**src/hdl/ibp_pkg.sv**
```systemverilog
// ----------------------------------------------------------------------------
// ibp_pkg
// Shared constants, register codes and types of the interior bound push block.
// ----------------------------------------------------------------------------
`default_nettype none

package ibp_pkg;

  // Default element format: signed Q16.16.
  localparam int DEF_VALUE_WIDTH   = 32;
  localparam int DEF_FRACTION_BITS = 16;

  // Push and gap factors are unsigned Q0.16.
  localparam int FACTOR_WIDTH = 16;
  localparam int FACTOR_SHIFT = 16;

  localparam logic [FACTOR_WIDTH-1:0] PUSH_FACTOR_RESET = 16'd655;
  localparam logic [FACTOR_WIDTH-1:0] GAP_FACTOR_RESET  = 16'd655;

  // Configuration port geometry: registers at byte addresses 0 and 4.
  localparam int APB_ADDR_WIDTH = 3;
  localparam int APB_DATA_WIDTH = 32;
  localparam int REG_ADDR_LSB   = 2;

  // Register index codes.
  localparam logic REG_PUSH_FACTOR = 1'b0;
  localparam logic REG_GAP_FACTOR  = 1'b1;

  // Per-element flags carried down the pipeline.
  typedef struct packed {
    logic has_lower;
    logic has_upper;
    logic gap_neg;
  } ibp_flags_t;

endpackage

`default_nettype wire

```
**src/hdl/ibp_if.sv**
```systemverilog
// ----------------------------------------------------------------------------
// ibp_if
// Request channels of the interior bound push block: element in, result out.
// ----------------------------------------------------------------------------
`default_nettype none

interface ibp_in_if #(
  parameter int VALUE_WIDTH = ibp_pkg::DEF_VALUE_WIDTH
);
  logic                          valid;
  logic                          ready;
  logic signed [VALUE_WIDTH-1:0] current_value;
  logic signed [VALUE_WIDTH-1:0] lower_bound;
  logic signed [VALUE_WIDTH-1:0] upper_bound;
  logic                          has_lower;
  logic                          has_upper;

  modport source (
    output valid, current_value, lower_bound, upper_bound, has_lower, has_upper,
    input  ready
  );
  modport sink (
    input  valid, current_value, lower_bound, upper_bound, has_lower, has_upper,
    output ready
  );
endinterface

interface ibp_out_if #(
  parameter int VALUE_WIDTH = ibp_pkg::DEF_VALUE_WIDTH
);
  logic                          valid;
  logic                          ready;
  logic signed [VALUE_WIDTH-1:0] projected_value;

  modport source (output valid, projected_value, input ready);
  modport sink   (input valid, projected_value, output ready);
endinterface

`default_nettype wire

```
**src/hdl/ibp_cfg.sv**
```systemverilog
// ----------------------------------------------------------------------------
// ibp_cfg
// APB-style register file holding the push factor and the gap factor.
// ----------------------------------------------------------------------------
`default_nettype none

module ibp_cfg (
  input  wire logic                                   clk,
  input  wire logic                                   rst_n,
  input  wire logic                                   psel,
  input  wire logic                                   penable,
  input  wire logic                                   pwrite,
  input  wire logic [ibp_pkg::APB_ADDR_WIDTH-1:0]     paddr,
  input  wire logic [ibp_pkg::APB_DATA_WIDTH-1:0]     pwdata,
  output logic      [ibp_pkg::APB_DATA_WIDTH-1:0]     prdata,
  output logic                                        pready,
  output logic      [ibp_pkg::FACTOR_WIDTH-1:0]       push_factor,
  output logic      [ibp_pkg::FACTOR_WIDTH-1:0]       gap_factor
);

  logic [ibp_pkg::FACTOR_WIDTH-1:0] push_factor_r, push_factor_nxt;
  logic [ibp_pkg::FACTOR_WIDTH-1:0] gap_factor_r, gap_factor_nxt;
  logic                             wr_en;
  logic                             reg_idx;

  assign pready  = 1'b1;
  assign wr_en   = psel & penable & pwrite;
  assign reg_idx = paddr[ibp_pkg::REG_ADDR_LSB];

  // Register write decode.
  always_comb begin
    push_factor_nxt = push_factor_r;
    gap_factor_nxt  = gap_factor_r;
    if (wr_en) begin
      unique case (reg_idx)
        ibp_pkg::REG_PUSH_FACTOR: push_factor_nxt = pwdata[ibp_pkg::FACTOR_WIDTH-1:0];
        ibp_pkg::REG_GAP_FACTOR:  gap_factor_nxt  = pwdata[ibp_pkg::FACTOR_WIDTH-1:0];
        default: ;
      endcase
    end
  end

  always_ff @(posedge clk) begin
    if (!rst_n) begin
      push_factor_r <= ibp_pkg::PUSH_FACTOR_RESET;
      gap_factor_r  <= ibp_pkg::GAP_FACTOR_RESET;
    end else begin
      push_factor_r <= push_factor_nxt;
      gap_factor_r  <= gap_factor_nxt;
    end
  end

  // Read-back mux.
  always_comb begin
    prdata = '0;
    unique case (reg_idx)
      ibp_pkg::REG_PUSH_FACTOR: prdata[ibp_pkg::FACTOR_WIDTH-1:0] = push_factor_r;
      ibp_pkg::REG_GAP_FACTOR:  prdata[ibp_pkg::FACTOR_WIDTH-1:0] = gap_factor_r;
      default: ;
    endcase
  end

  assign push_factor = push_factor_r;
  assign gap_factor  = gap_factor_r;

endmodule

`default_nettype wire

```
**src/hdl/ibp_front.sv**
```systemverilog
// ----------------------------------------------------------------------------
// ibp_front
// First two pipeline stages: bound magnitudes and gap, then the scaled pushes.
// ----------------------------------------------------------------------------
`default_nettype none

module ibp_front #(
  parameter int VALUE_WIDTH   = ibp_pkg::DEF_VALUE_WIDTH,
  parameter int FRACTION_BITS = ibp_pkg::DEF_FRACTION_BITS,
  parameter int MAG_W         = (VALUE_WIDTH > FRACTION_BITS) ? VALUE_WIDTH
                                                              : FRACTION_BITS + 1
) (
  input  wire logic                             clk,
  input  wire logic                             rst_n,
  input  wire logic [ibp_pkg::FACTOR_WIDTH-1:0] push_factor,
  input  wire logic [ibp_pkg::FACTOR_WIDTH-1:0] gap_factor,
  // Upstream request
  input  wire logic                             in_valid,
  output logic                                  in_ready,
  input  wire logic signed [VALUE_WIDTH-1:0]    in_value,
  input  wire logic signed [VALUE_WIDTH-1:0]    in_lower,
  input  wire logic signed [VALUE_WIDTH-1:0]    in_upper,
  input  wire logic                             in_has_lower,
  input  wire logic                             in_has_upper,
  // Downstream request
  output logic                                  dn_valid,
  input  wire logic                             dn_ready,
  output logic signed [VALUE_WIDTH-1:0]         dn_value,
  output logic signed [VALUE_WIDTH-1:0]         dn_lower,
  output logic signed [VALUE_WIDTH-1:0]         dn_upper,
  output ibp_pkg::ibp_flags_t                   dn_flags,
  output logic [MAG_W-1:0]                      dn_push_lo,
  output logic [MAG_W-1:0]                      dn_push_hi,
  output logic [MAG_W-1:0]                      dn_gap_term
);

  localparam int EXT_W  = MAG_W + 1;
  localparam int PROD_W = MAG_W + ibp_pkg::FACTOR_WIDTH;
  localparam logic [MAG_W-1:0] ONE = {{(MAG_W-1){1'b0}}, 1'b1} << FRACTION_BITS;

  // Stage one registers
  logic                          s1_vld_r, s1_vld_nxt;
  logic signed [VALUE_WIDTH-1:0] s1_value_r, s1_lower_r, s1_upper_r;
  ibp_pkg::ibp_flags_t           s1_flags_r;
  logic [MAG_W-1:0]              s1_mag_lo_r, s1_mag_hi_r, s1_gap_mag_r;
  // Stage two registers
  logic                          s2_vld_r, s2_vld_nxt;
  logic signed [VALUE_WIDTH-1:0] s2_value_r, s2_lower_r, s2_upper_r;
  ibp_pkg::ibp_flags_t           s2_flags_r;
  logic [MAG_W-1:0]              s2_push_lo_r, s2_push_hi_r, s2_gap_term_r;

  logic                          s1_adv, s2_adv;
  logic signed [EXT_W-1:0]       lo_ext, hi_ext, lo_abs, hi_abs, gap_diff, gap_abs;
  logic [MAG_W-1:0]              mag_lo, mag_hi;
  logic [PROD_W-1:0]             prod_lo, prod_hi, prod_gap;
  ibp_pkg::ibp_flags_t           flags_in;

  // Per-stage flow control: a stage moves when it is empty or the next one moves.
  assign s2_adv   = !s2_vld_r || dn_ready;
  assign s1_adv   = !s1_vld_r || s2_adv;
  assign in_ready = s1_adv;

  // Stage one: magnitudes clamped to at least one, and the signed bound gap.
  always_comb begin
    lo_ext   = $signed({{(EXT_W-VALUE_WIDTH){in_lower[VALUE_WIDTH-1]}}, in_lower});
    hi_ext   = $signed({{(EXT_W-VALUE_WIDTH){in_upper[VALUE_WIDTH-1]}}, in_upper});
    lo_abs   = lo_ext[EXT_W-1] ? -lo_ext : lo_ext;
    hi_abs   = hi_ext[EXT_W-1] ? -hi_ext : hi_ext;
    mag_lo   = (lo_abs[MAG_W-1:0] > ONE) ? lo_abs[MAG_W-1:0] : ONE;
    mag_hi   = (hi_abs[MAG_W-1:0] > ONE) ? hi_abs[MAG_W-1:0] : ONE;
    gap_diff = hi_ext - lo_ext;
    gap_abs  = gap_diff[EXT_W-1] ? -gap_diff : gap_diff;
    flags_in.has_lower = in_has_lower;
    flags_in.has_upper = in_has_upper;
    flags_in.gap_neg   = gap_diff[EXT_W-1];
  end

  // Stage two: scale by the Q0.16 factors, keeping the floor of the product.
  always_comb begin
    prod_lo  = PROD_W'(s1_mag_lo_r)  * PROD_W'(push_factor);
    prod_hi  = PROD_W'(s1_mag_hi_r)  * PROD_W'(push_factor);
    prod_gap = PROD_W'(s1_gap_mag_r) * PROD_W'(gap_factor);
  end

  // Valid bits.
  always_comb begin
    s1_vld_nxt = s1_adv ? in_valid : s1_vld_r;
    s2_vld_nxt = s2_adv ? s1_vld_r : s2_vld_r;
  end

  always_ff @(posedge clk) begin
    if (!rst_n) begin
      s1_vld_r <= 1'b0;
      s2_vld_r <= 1'b0;
    end else begin
      s1_vld_r <= s1_vld_nxt;
      s2_vld_r <= s2_vld_nxt;
    end
  end

  // Payload registers.
  always_ff @(posedge clk) begin
    if (s1_adv) begin
      s1_value_r   <= in_value;
      s1_lower_r   <= in_lower;
      s1_upper_r   <= in_upper;
      s1_flags_r   <= flags_in;
      s1_mag_lo_r  <= mag_lo;
      s1_mag_hi_r  <= mag_hi;
      s1_gap_mag_r <= gap_abs[MAG_W-1:0];
    end
    if (s2_adv) begin
      s2_value_r    <= s1_value_r;
      s2_lower_r    <= s1_lower_r;
      s2_upper_r    <= s1_upper_r;
      s2_flags_r    <= s1_flags_r;
      s2_push_lo_r  <= prod_lo[PROD_W-1:ibp_pkg::FACTOR_SHIFT];
      s2_push_hi_r  <= prod_hi[PROD_W-1:ibp_pkg::FACTOR_SHIFT];
      s2_gap_term_r <= prod_gap[PROD_W-1:ibp_pkg::FACTOR_SHIFT];
    end
  end

  assign dn_valid    = s2_vld_r;
  assign dn_value    = s2_value_r;
  assign dn_lower    = s2_lower_r;
  assign dn_upper    = s2_upper_r;
  assign dn_flags    = s2_flags_r;
  assign dn_push_lo  = s2_push_lo_r;
  assign dn_push_hi  = s2_push_hi_r;
  assign dn_gap_term = s2_gap_term_r;

endmodule

`default_nettype wire

```
**src/hdl/ibp_back.sv**
```systemverilog
// ----------------------------------------------------------------------------
// ibp_back
// Last two pipeline stages: push targets, then compare, select and saturate.
// ----------------------------------------------------------------------------
`default_nettype none

module ibp_back #(
  parameter int VALUE_WIDTH = ibp_pkg::DEF_VALUE_WIDTH,
  parameter int MAG_W       = ibp_pkg::DEF_VALUE_WIDTH
) (
  input  wire logic                          clk,
  input  wire logic                          rst_n,
  // Upstream request
  input  wire logic                          up_valid,
  output logic                               up_ready,
  input  wire logic signed [VALUE_WIDTH-1:0] up_value,
  input  wire logic signed [VALUE_WIDTH-1:0] up_lower,
  input  wire logic signed [VALUE_WIDTH-1:0] up_upper,
  input  wire ibp_pkg::ibp_flags_t           up_flags,
  input  wire logic [MAG_W-1:0]              up_push_lo,
  input  wire logic [MAG_W-1:0]              up_push_hi,
  input  wire logic [MAG_W-1:0]              up_gap_term,
  // Result request
  output logic                               out_valid,
  input  wire logic                          out_ready,
  output logic signed [VALUE_WIDTH-1:0]      out_value
);

  localparam int SUM_W = MAG_W + 2;
  localparam logic signed [SUM_W-1:0] VAL_MAX =
    $signed({{(SUM_W-VALUE_WIDTH+1){1'b0}}, {(VALUE_WIDTH-1){1'b1}}});
  localparam logic signed [SUM_W-1:0] VAL_MIN =
    $signed({{(SUM_W-VALUE_WIDTH+1){1'b1}}, {(VALUE_WIDTH-1){1'b0}}});

  // Stage three registers
  logic                          s3_vld_r, s3_vld_nxt;
  logic signed [VALUE_WIDTH-1:0] s3_value_r;
  ibp_pkg::ibp_flags_t           s3_flags_r;
  logic signed [SUM_W-1:0]       s3_tgt_lo_r, s3_tgt_hi_r;
  // Output stage registers
  logic                          s4_vld_r, s4_vld_nxt;
  logic signed [VALUE_WIDTH-1:0] s4_value_r;

  logic                          s3_adv, s4_adv;
  logic                          both, inward;
  logic [MAG_W-1:0]              marg_lo, marg_hi, min_lo, min_hi;
  logic signed [SUM_W-1:0]       lo_ext, hi_ext, mlo_ext, mhi_ext, tgt_lo, tgt_hi;
  logic signed [SUM_W-1:0]       x_ext, pick;
  logic                          take_lo, take_hi;
  logic signed [VALUE_WIDTH-1:0] sat_value;

  // Per-stage flow control.
  assign s4_adv   = !s4_vld_r || out_ready;
  assign s3_adv   = !s3_vld_r || s4_adv;
  assign up_ready = s3_adv;

  // Stage three: margins and exact push targets on each side.
  // With both bounds and an inverted gap the margin is the gap term and the
  // targets move outward; otherwise the targets move inward.
  always_comb begin
    both    = up_flags.has_lower & up_flags.has_upper;
    inward  = !(both && up_flags.gap_neg);
    min_lo  = (up_push_lo < up_gap_term) ? up_push_lo : up_gap_term;
    min_hi  = (up_push_hi < up_gap_term) ? up_push_hi : up_gap_term;
    marg_lo = !both ? up_push_lo : (up_flags.gap_neg ? up_gap_term : min_lo);
    marg_hi = !both ? up_push_hi : (up_flags.gap_neg ? up_gap_term : min_hi);
    lo_ext  = $signed({{(SUM_W-VALUE_WIDTH){up_lower[VALUE_WIDTH-1]}}, up_lower});
    hi_ext  = $signed({{(SUM_W-VALUE_WIDTH){up_upper[VALUE_WIDTH-1]}}, up_upper});
    mlo_ext = $signed({2'b00, marg_lo});
    mhi_ext = $signed({2'b00, marg_hi});
    tgt_lo  = inward ? (lo_ext + mlo_ext) : (lo_ext - mlo_ext);
    tgt_hi  = inward ? (hi_ext - mhi_ext) : (hi_ext + mhi_ext);
  end

  // Output stage: the lower side has priority, then saturate the chosen value.
  always_comb begin
    x_ext   = $signed({{(SUM_W-VALUE_WIDTH){s3_value_r[VALUE_WIDTH-1]}}, s3_value_r});
    take_lo = s3_flags_r.has_lower && (x_ext < s3_tgt_lo_r);
    take_hi = s3_flags_r.has_upper && (x_ext > s3_tgt_hi_r);
    priority if (take_lo) begin
      pick = s3_tgt_lo_r;
    end else if (take_hi) begin
      pick = s3_tgt_hi_r;
    end else begin
      pick = x_ext;
    end
    priority if (pick > VAL_MAX) begin
      sat_value = VAL_MAX[VALUE_WIDTH-1:0];
    end else if (pick < VAL_MIN) begin
      sat_value = VAL_MIN[VALUE_WIDTH-1:0];
    end else begin
      sat_value = pick[VALUE_WIDTH-1:0];
    end
  end

  // Valid bits.
  always_comb begin
    s3_vld_nxt = s3_adv ? up_valid : s3_vld_r;
    s4_vld_nxt = s4_adv ? s3_vld_r : s4_vld_r;
  end

  always_ff @(posedge clk) begin
    if (!rst_n) begin
      s3_vld_r <= 1'b0;
      s4_vld_r <= 1'b0;
    end else begin
      s3_vld_r <= s3_vld_nxt;
      s4_vld_r <= s4_vld_nxt;
    end
  end

  // Payload registers.
  always_ff @(posedge clk) begin
    if (s3_adv) begin
      s3_value_r  <= up_value;
      s3_flags_r  <= up_flags;
      s3_tgt_lo_r <= tgt_lo;
      s3_tgt_hi_r <= tgt_hi;
    end
    if (s4_adv) begin
      s4_value_r <= sat_value;
    end
  end

  assign out_valid = s4_vld_r;
  assign out_value = s4_value_r;

endmodule

`default_nettype wire

```
**src/hdl/interior_bound_projection_core.sv**
```systemverilog
// ----------------------------------------------------------------------------
// interior_bound_projection_core
// Pushes one vector element per request inside its bounds (outward if they are inverted).
// ----------------------------------------------------------------------------
// Usage:
//   in_chan carries one element per request: the value, its lower and upper
//   bounds (signed fixed point) and one flag per bound saying it applies.
//   out_chan returns the pushed value, saturated to the element width.
//   The APB-style port holds the push factor (address 0) and the gap factor
//   (address 4), both unsigned Q0.16; write them only while no request is
//   in flight.
// Timing:
//   Four register stages: magnitudes and gap, the three factor multipliers,
//   push targets, then compare, select and saturate. One request is taken
//   every cycle while out_chan does not stall.
// Reset and stalls:
//   rst_n clears every stage's valid bit and loads both factors with 655.
//   Each stage advances when it is empty or the next one advances, so a stall
//   on out_chan fills the bubbles first and then holds every stage intact.
// ----------------------------------------------------------------------------
`default_nettype none

module interior_bound_projection_core #(
  parameter int VALUE_WIDTH   = ibp_pkg::DEF_VALUE_WIDTH,
  parameter int FRACTION_BITS = ibp_pkg::DEF_FRACTION_BITS
) (
  input  wire logic                               clk,
  input  wire logic                               rst_n,
  ibp_in_if.sink                                  in_chan,
  ibp_out_if.source                               out_chan,
  input  wire logic                               psel,
  input  wire logic                               penable,
  input  wire logic                               pwrite,
  input  wire logic [ibp_pkg::APB_ADDR_WIDTH-1:0] paddr,
  input  wire logic [ibp_pkg::APB_DATA_WIDTH-1:0] pwdata,
  output logic      [ibp_pkg::APB_DATA_WIDTH-1:0] prdata,
  output logic                                    pready
);

  localparam int MAG_W = (VALUE_WIDTH > FRACTION_BITS) ? VALUE_WIDTH : FRACTION_BITS + 1;

  logic [ibp_pkg::FACTOR_WIDTH-1:0] push_factor, gap_factor;
  logic                             mid_valid, mid_ready;
  logic signed [VALUE_WIDTH-1:0]    mid_value, mid_lower, mid_upper;
  ibp_pkg::ibp_flags_t              mid_flags;
  logic [MAG_W-1:0]                 mid_push_lo, mid_push_hi, mid_gap_term;

  // Factor registers.
  ibp_cfg u_cfg (
    .clk         (clk),
    .rst_n       (rst_n),
    .psel        (psel),
    .penable     (penable),
    .pwrite      (pwrite),
    .paddr       (paddr),
    .pwdata      (pwdata),
    .prdata      (prdata),
    .pready      (pready),
    .push_factor (push_factor),
    .gap_factor  (gap_factor)
  );

  // Magnitudes and scaled pushes.
  ibp_front #(
    .VALUE_WIDTH   (VALUE_WIDTH),
    .FRACTION_BITS (FRACTION_BITS),
    .MAG_W         (MAG_W)
  ) u_front (
    .clk          (clk),
    .rst_n        (rst_n),
    .push_factor  (push_factor),
    .gap_factor   (gap_factor),
    .in_valid     (in_chan.valid),
    .in_ready     (in_chan.ready),
    .in_value     (in_chan.current_value),
    .in_lower     (in_chan.lower_bound),
    .in_upper     (in_chan.upper_bound),
    .in_has_lower (in_chan.has_lower),
    .in_has_upper (in_chan.has_upper),
    .dn_valid     (mid_valid),
    .dn_ready     (mid_ready),
    .dn_value     (mid_value),
    .dn_lower     (mid_lower),
    .dn_upper     (mid_upper),
    .dn_flags     (mid_flags),
    .dn_push_lo   (mid_push_lo),
    .dn_push_hi   (mid_push_hi),
    .dn_gap_term  (mid_gap_term)
  );

  // Targets, selection and saturation.
  ibp_back #(
    .VALUE_WIDTH (VALUE_WIDTH),
    .MAG_W       (MAG_W)
  ) u_back (
    .clk         (clk),
    .rst_n       (rst_n),
    .up_valid    (mid_valid),
    .up_ready    (mid_ready),
    .up_value    (mid_value),
    .up_lower    (mid_lower),
    .up_upper    (mid_upper),
    .up_flags    (mid_flags),
    .up_push_lo  (mid_push_lo),
    .up_push_hi  (mid_push_hi),
    .up_gap_term (mid_gap_term),
    .out_valid   (out_chan.valid),
    .out_ready   (out_chan.ready),
    .out_value   (out_chan.projected_value)
  );

endmodule

`default_nettype wire
```
**src/flat_wrapper.sv**
```systemverilog
// flat-port wrapper written by rule: the top's interface ports become plain ports
module interior_bound_projection_core_flat 
#(
  parameter int VALUE_WIDTH   = ibp_pkg::DEF_VALUE_WIDTH,
  parameter int FRACTION_BITS = ibp_pkg::DEF_FRACTION_BITS
)
  (clk, rst_n, psel, penable, pwrite, paddr, pwdata, prdata, pready, in_chan_valid, in_chan_current_value, in_chan_lower_bound, in_chan_upper_bound, in_chan_has_lower, in_chan_has_upper, in_chan_ready, out_chan_valid, out_chan_projected_value, out_chan_ready);
  ibp_in_if #(.VALUE_WIDTH(VALUE_WIDTH)) in_chan_i ();
  ibp_out_if #(.VALUE_WIDTH(VALUE_WIDTH)) out_chan_i ();
  input  wire logic clk;
  input  wire logic rst_n;
  input  wire logic psel;
  input  wire logic penable;
  input  wire logic pwrite;
  input  wire logic [ibp_pkg::APB_ADDR_WIDTH-1:0] paddr;
  input  wire logic [ibp_pkg::APB_DATA_WIDTH-1:0] pwdata;
  output logic      [ibp_pkg::APB_DATA_WIDTH-1:0] prdata;
  output logic pready;
  input wire logic [$bits(in_chan_i.valid)-1:0] in_chan_valid;
  input wire logic [$bits(in_chan_i.current_value)-1:0] in_chan_current_value;
  input wire logic [$bits(in_chan_i.lower_bound)-1:0] in_chan_lower_bound;
  input wire logic [$bits(in_chan_i.upper_bound)-1:0] in_chan_upper_bound;
  input wire logic [$bits(in_chan_i.has_lower)-1:0] in_chan_has_lower;
  input wire logic [$bits(in_chan_i.has_upper)-1:0] in_chan_has_upper;
  output wire logic [$bits(in_chan_i.ready)-1:0] in_chan_ready;
  output wire logic [$bits(out_chan_i.valid)-1:0] out_chan_valid;
  output wire logic [$bits(out_chan_i.projected_value)-1:0] out_chan_projected_value;
  input wire logic [$bits(out_chan_i.ready)-1:0] out_chan_ready;
  assign in_chan_i.valid = in_chan_valid;
  assign in_chan_i.current_value = in_chan_current_value;
  assign in_chan_i.lower_bound = in_chan_lower_bound;
  assign in_chan_i.upper_bound = in_chan_upper_bound;
  assign in_chan_i.has_lower = in_chan_has_lower;
  assign in_chan_i.has_upper = in_chan_has_upper;
  assign in_chan_ready = in_chan_i.ready;
  assign out_chan_valid = out_chan_i.valid;
  assign out_chan_projected_value = out_chan_i.projected_value;
  assign out_chan_i.ready = out_chan_ready;
  interior_bound_projection_core #(.VALUE_WIDTH(VALUE_WIDTH), .FRACTION_BITS(FRACTION_BITS)) u_core (.clk(clk), .rst_n(rst_n), .in_chan(in_chan_i), .out_chan(out_chan_i), .psel(psel), .penable(penable), .pwrite(pwrite), .paddr(paddr), .pwdata(pwdata), .prdata(prdata), .pready(pready));
endmodule
```
**config.mk**
```make
export PLATFORM = sky130hd
export DESIGN_NAME = interior_bound_projection_core_flat
export DESIGN_NICKNAME = d
export VERILOG_FILES = /design/src/hdl/ibp_pkg.sv /design/src/hdl/ibp_if.sv /design/src/hdl/ibp_cfg.sv /design/src/hdl/ibp_front.sv /design/src/hdl/ibp_back.sv /design/src/hdl/interior_bound_projection_core.sv /design/src/flat_wrapper.sv
export SDC_FILE = /design/constraint.sdc
export NUM_CORES = 2
export LEC_CHECK = 0
export BUFFER_PORTS_ARGS = -buffer_cell sky130_fd_sc_hd__buf_2
export CAP_MARGIN = 15
export CORE_UTILIZATION = 60
export CTS_BUF_LIST = sky130_fd_sc_hd__clkbuf_2
export DETAILED_ROUTE_END_ITERATION = 6
export PLACE_DENSITY = 0.77
export SLEW_MARGIN = 20
export SYNTH_ARGS = -nofsm -noshare
export SYNTH_HDL_FRONTEND = slang
export SYNTH_SLANG_ARGS = --single-unit
```
**constraint.sdc**
```tcl
create_clock -name clk -period 9.6 [get_ports clk]
set_input_delay 1.44 -clock clk [delete_from_list [all_inputs] [get_ports clk]]
set_output_delay 1.44 -clock clk [all_outputs]
set_load 0.02 [all_outputs]
```
==> impl_metrics.env <==
export IMPL_cpMaxStageDelayCell="dfxtp_2"
export IMPL_rrSetupSlack_ns=1.37
export IMPL_worst_path_stages=23
export IMPL_skew_ns=0.1518
export IMPL_drv_slew=0
export IMPL_die_area_sq_um=130500
export IMPL_cpLargestDelayFamily="adder cells"
export IMPL_ios=207
export IMPL_reg2reg_to="u_core.u_front.dn_push_lo[31]$_DFFE_PP_"
export IMPL_cp_start_kind="flip-flop"
export IMPL_grt_max_degree=147
export IMPL_synth_area_sq_um=77440
export IMPL_wire_per_inst_microns=22.07
export IMPL_path_buf_inv=4
export IMPL_cts_tree="built"
export IMPL_coreArea_sq_um=127800
export IMPL_grt_pass1_vias=62160
export IMPL_critPathRequiredTime_ns=10.80
export IMPL_synth_edf_count=524
export IMPL_insertion_delay_ns=1.52
export IMPL_worstPathArrival_ns=9.43
export IMPL_async_flop_share_pct=0
export IMPL_syn_inst=8113
export IMPL_fp_row_count=131
export IMPL_fin_crit_sh_pct=85.76
export IMPL_grt_overflow_total=0
export IMPL_period_needed_ns=8.233
export IMPL_postRouteAntennaNets=0
export IMPL_wl_met2_microns=101200
export IMPL_die_height_microns=361.3
export IMPL_initial_core_util_pct=60.57
export IMPL_finalHoldViolCount=0
export IMPL_cts_sinks=560
export IMPL_status="finished clean"
export IMPL_dpl_hpwl_microns=171900
export IMPL_numCtsBuffers=142
export IMPL_setup_viol_count_final=0
export IMPL_synth_cell_types=94
export IMPL_critPathKind="flip-flop to flip-flop"
export IMPL_synth_common_cells="inv_1, nand2_1, fa_1"
export IMPL_maxCapViolations=0
export IMPL_clk_path_buf_depth=3
export IMPL_syn2layout_area_growth_pct=5.180
export IMPL_grtUsageTotal_pct=34.53
export IMPL_drtIter0Drc=5069
export IMPL_htree_levels=4
export IMPL_final_net_count=10170
export IMPL_worstHoldEndpoint="u_core.u_cfg.push_factor[0]$_SDFFE_PN1P_"
export IMPL_drive_gt1_share_pct=6.778
export IMPL_ys_seq_area_share_pct=21.25
export IMPL_hp_start="pwdata[0]"
export IMPL_critPathMaxFanout=31
export IMPL_viasPerCell=5.869
export IMPL_die_w_microns=361.3
export IMPL_cp_slowest_stage_delay_ns=0.89
export IMPL_cts_setup_buffers=0
export IMPL_wirelength_microns=219900
export IMPL_hold_class="input port to flip-flop"
export IMPL_crit_top_cell="fa_1"
export IMPL_clk_pin_slew_ns=0.10
export IMPL_wl_met3_microns=25750
export IMPL_slew_headroom_pct=25.18
export IMPL_worstPathCellList="buf_4 -> nand2_1 -> fa_1 -> inv_1 -> fa_1 -> fa_1 -> fa_1 -> fa_1 -> inv_1 -> fa_1 -> inv_1 -> ha_1 -> a21o_1 -> a21o_1 -> a21oi_1 -> o21a_1 -> nand3b_1 -> o211ai_1 -> a31oi_1 -> a2111oi_0 -> o21bai_1 -> and4_1 -> nor3_1"
export IMPL_crit_start="u_core.u_cfg.push_factor[2]$_SDFFE_PN1P_"
export IMPL_rsz0062_at_grt="false"
export IMPL_drtPass1Iterations=7
export IMPL_tightest_slew_ns=1.122
export IMPL_yosysMostFrequentCell="inv_1"
export IMPL_ctsRootBufferMaster="clkbuf_2"
export IMPL_gp_congestion=0.9745
export IMPL_top_layer_used="met5"
export IMPL_met1_length_microns=83320
export IMPL_via_count=58480
export IMPL_fmax_ghz=0.1215
export IMPL_timing_rr_start="u_core.u_cfg.push_factor[2]$_SDFFE_PN1P_"
export IMPL_synth_top_cell_area_share_pct=32.42
export IMPL_ys_warn_count=0
export IMPL_antenna_found_initial=26
export IMPL_drcViolationCount=0
export IMPL_syn_avg_cell_area_sq_um=9.545
export IMPL_ys_top_cells_by_area="fa_1, edfxtp_1, ha_1, inv_1, nand2_1"
export IMPL_cp_end_kind="flip-flop"
export IMPL_hold_depth=3
export IMPL_fin_tns_setup_ns=0
export IMPL_synth_largest_area_cell="fa_1"
export IMPL_r2r_cells=23
export IMPL_grt_pass1_wl_microns=344200
export IMPL_ys_flop_type="edfxtp_1"
export IMPL_io_buffer_count=171
export IMPL_synth_seq_cells=560
[worst reg2reg max path, cell delays in order, from the launching register on]
cell and delay, ns:
dfxtp_2 0.89, buf_4 0.46, nand2_1 0.15, fa_1 0.55, inv_1 0.06, fa_1 0.56
fa_1 0.45, fa_1 0.50, fa_1 0.51, inv_1 0.06, fa_1 0.48, inv_1 0.04
ha_1 0.31, a21o_1 0.19, a21o_1 0.17, a21oi_1 0.16, o21a_1 0.16, nand3b_1 0.09
o211ai_1 0.45, a31oi_1 0.28, a2111oi_0 0.52, o21bai_1 0.22, and4_1 0.25, nor3_1 0.42
[what timing repair did]
item	CTS	global route
endpoints found under the hold margin	57	0
hold buffers	50	0
gates resized for setup	0	0
[layer usage]
layer	up-vias	GRT usage, %
met5	-	0
met4	14	14.94
met3	574	9.870
met2	3082	55.42
met1	29130	43.73
li1	25680	-
[metrics by stage]
step                worst slack [ns]  cells  area (sq um)  hold WS [ns]  utilization (%)
floorplan                      2.226   8128         77500        0.4003                -
detailed placement             1.570   9663         79650        0.4045            62.30
finish                         1.367   9965         81450        0.2303            63.71
global placement               1.671   9663         79650        0.4009            62.30
CTS                            1.466   9953         81420       0.01445            63.68
global route                  0.9882   9963         81450        0.1196            63.71
[cell usage in the layout, fill, tap and decap left out, types with 15 or more instances in the layout]
cell type / n
nand2_1: 1294
a211o_1: 40
o211ai_1: 15
ha_1: 583
o21a_1: 42
or3_1: 22
a21boi_0: 35
or2_2: 16
a211oi_1: 23
o21ai_0: 165
dfxtp_2: 22
or4_1: 17
a21o_1: 112
a21oi_1: 257
conb_1: 17
nor2b_1: 44
nand2b_1: 36
dlygate4sd3_1: 50
xor2_1: 106
nand4_1: 55
mux2i_1: 82
and3_1: 33
nand3_1: 55
buf_4: 58
inv_1: 1557
xnor2_1: 215
o31ai_1: 26
nor2_1: 282
o21bai_1: 20
clkbuf_2: 193
clkinv_1: 23
mux2_2: 26
fa_1: 1254
edfxtp_1: 524
nor4_1: 21
buf_2: 171
nor3_1: 72
and2_1: 487
a31oi_1: 21
[layout make-up]
class	count	area, sq um
sequential	560	16490
clock buffer	193	965.9
inverter	1559	5859
tap	1662	2079
timing repair buffer	285	1912
antenna	12	30.03
multi-input combinational	5647	53810
fill	10360	46400
clock inverter	47	299.0
[registers in the layout, indices dropped and copies added (netlist names), 32 cells and up]
name	cells
u_core.u_front.s1_mag_lo_r	32
u_core.u_front.s1_upper_r	32
u_core.u_back.s3_tgt_lo_r	34
u_core.u_front.s1_mag_hi_r	32
u_core.u_front.s1_value_r	32
u_core.u_back.s3_value_r	32
u_core.u_front.dn_value	32
u_core.u_back.out_value	32
u_core.u_front.dn_push_hi	32
u_core.u_front.dn_gap_term	32
u_core.u_front.dn_push_lo	32
u_core.u_front.s1_lower_r	32
u_core.u_front.s1_gap_mag_r	32
u_core.u_front.dn_lower	32
u_core.u_front.dn_upper	32
u_core.u_back.s3_tgt_hi_r	34
[worst max path at each step]
stage	endpoint	slack, ns
floorplan	in_chan_ready	2.23
global placement	u_core.u_front.dn_push_hi[21]$_DFFE_PP_	1.67
detailed placement	u_core.u_front.dn_push_hi[21]$_DFFE_PP_	1.57
CTS	u_core.u_front.dn_push_hi[21]$_DFFE_PP_	1.47
global route	u_core.u_front.dn_push_hi[21]$_DFFE_PP_	0.99
finish	u_core.u_front.dn_push_lo[31]$_DFFE_PP_	1.37
[cell families after synthesis]
logic type | after synthesis | synth area share [%]
and+or+nand+nor | 2496 | 15.11
buffers and inverters | 1921 | 9.433
adders and majority gates | 1837 | 41.84
AOI/OAI and AO/OA | 867 | 7.282
DFF | 560 | 21.25
xor gates and xnor gates | 321 | 3.631
muxes | 109 | 1.451
other | 2 | 0.009698
Power is not shown: default switching activity piles up to over one toggle a cycle in this logic, so the estimate is an artifact.
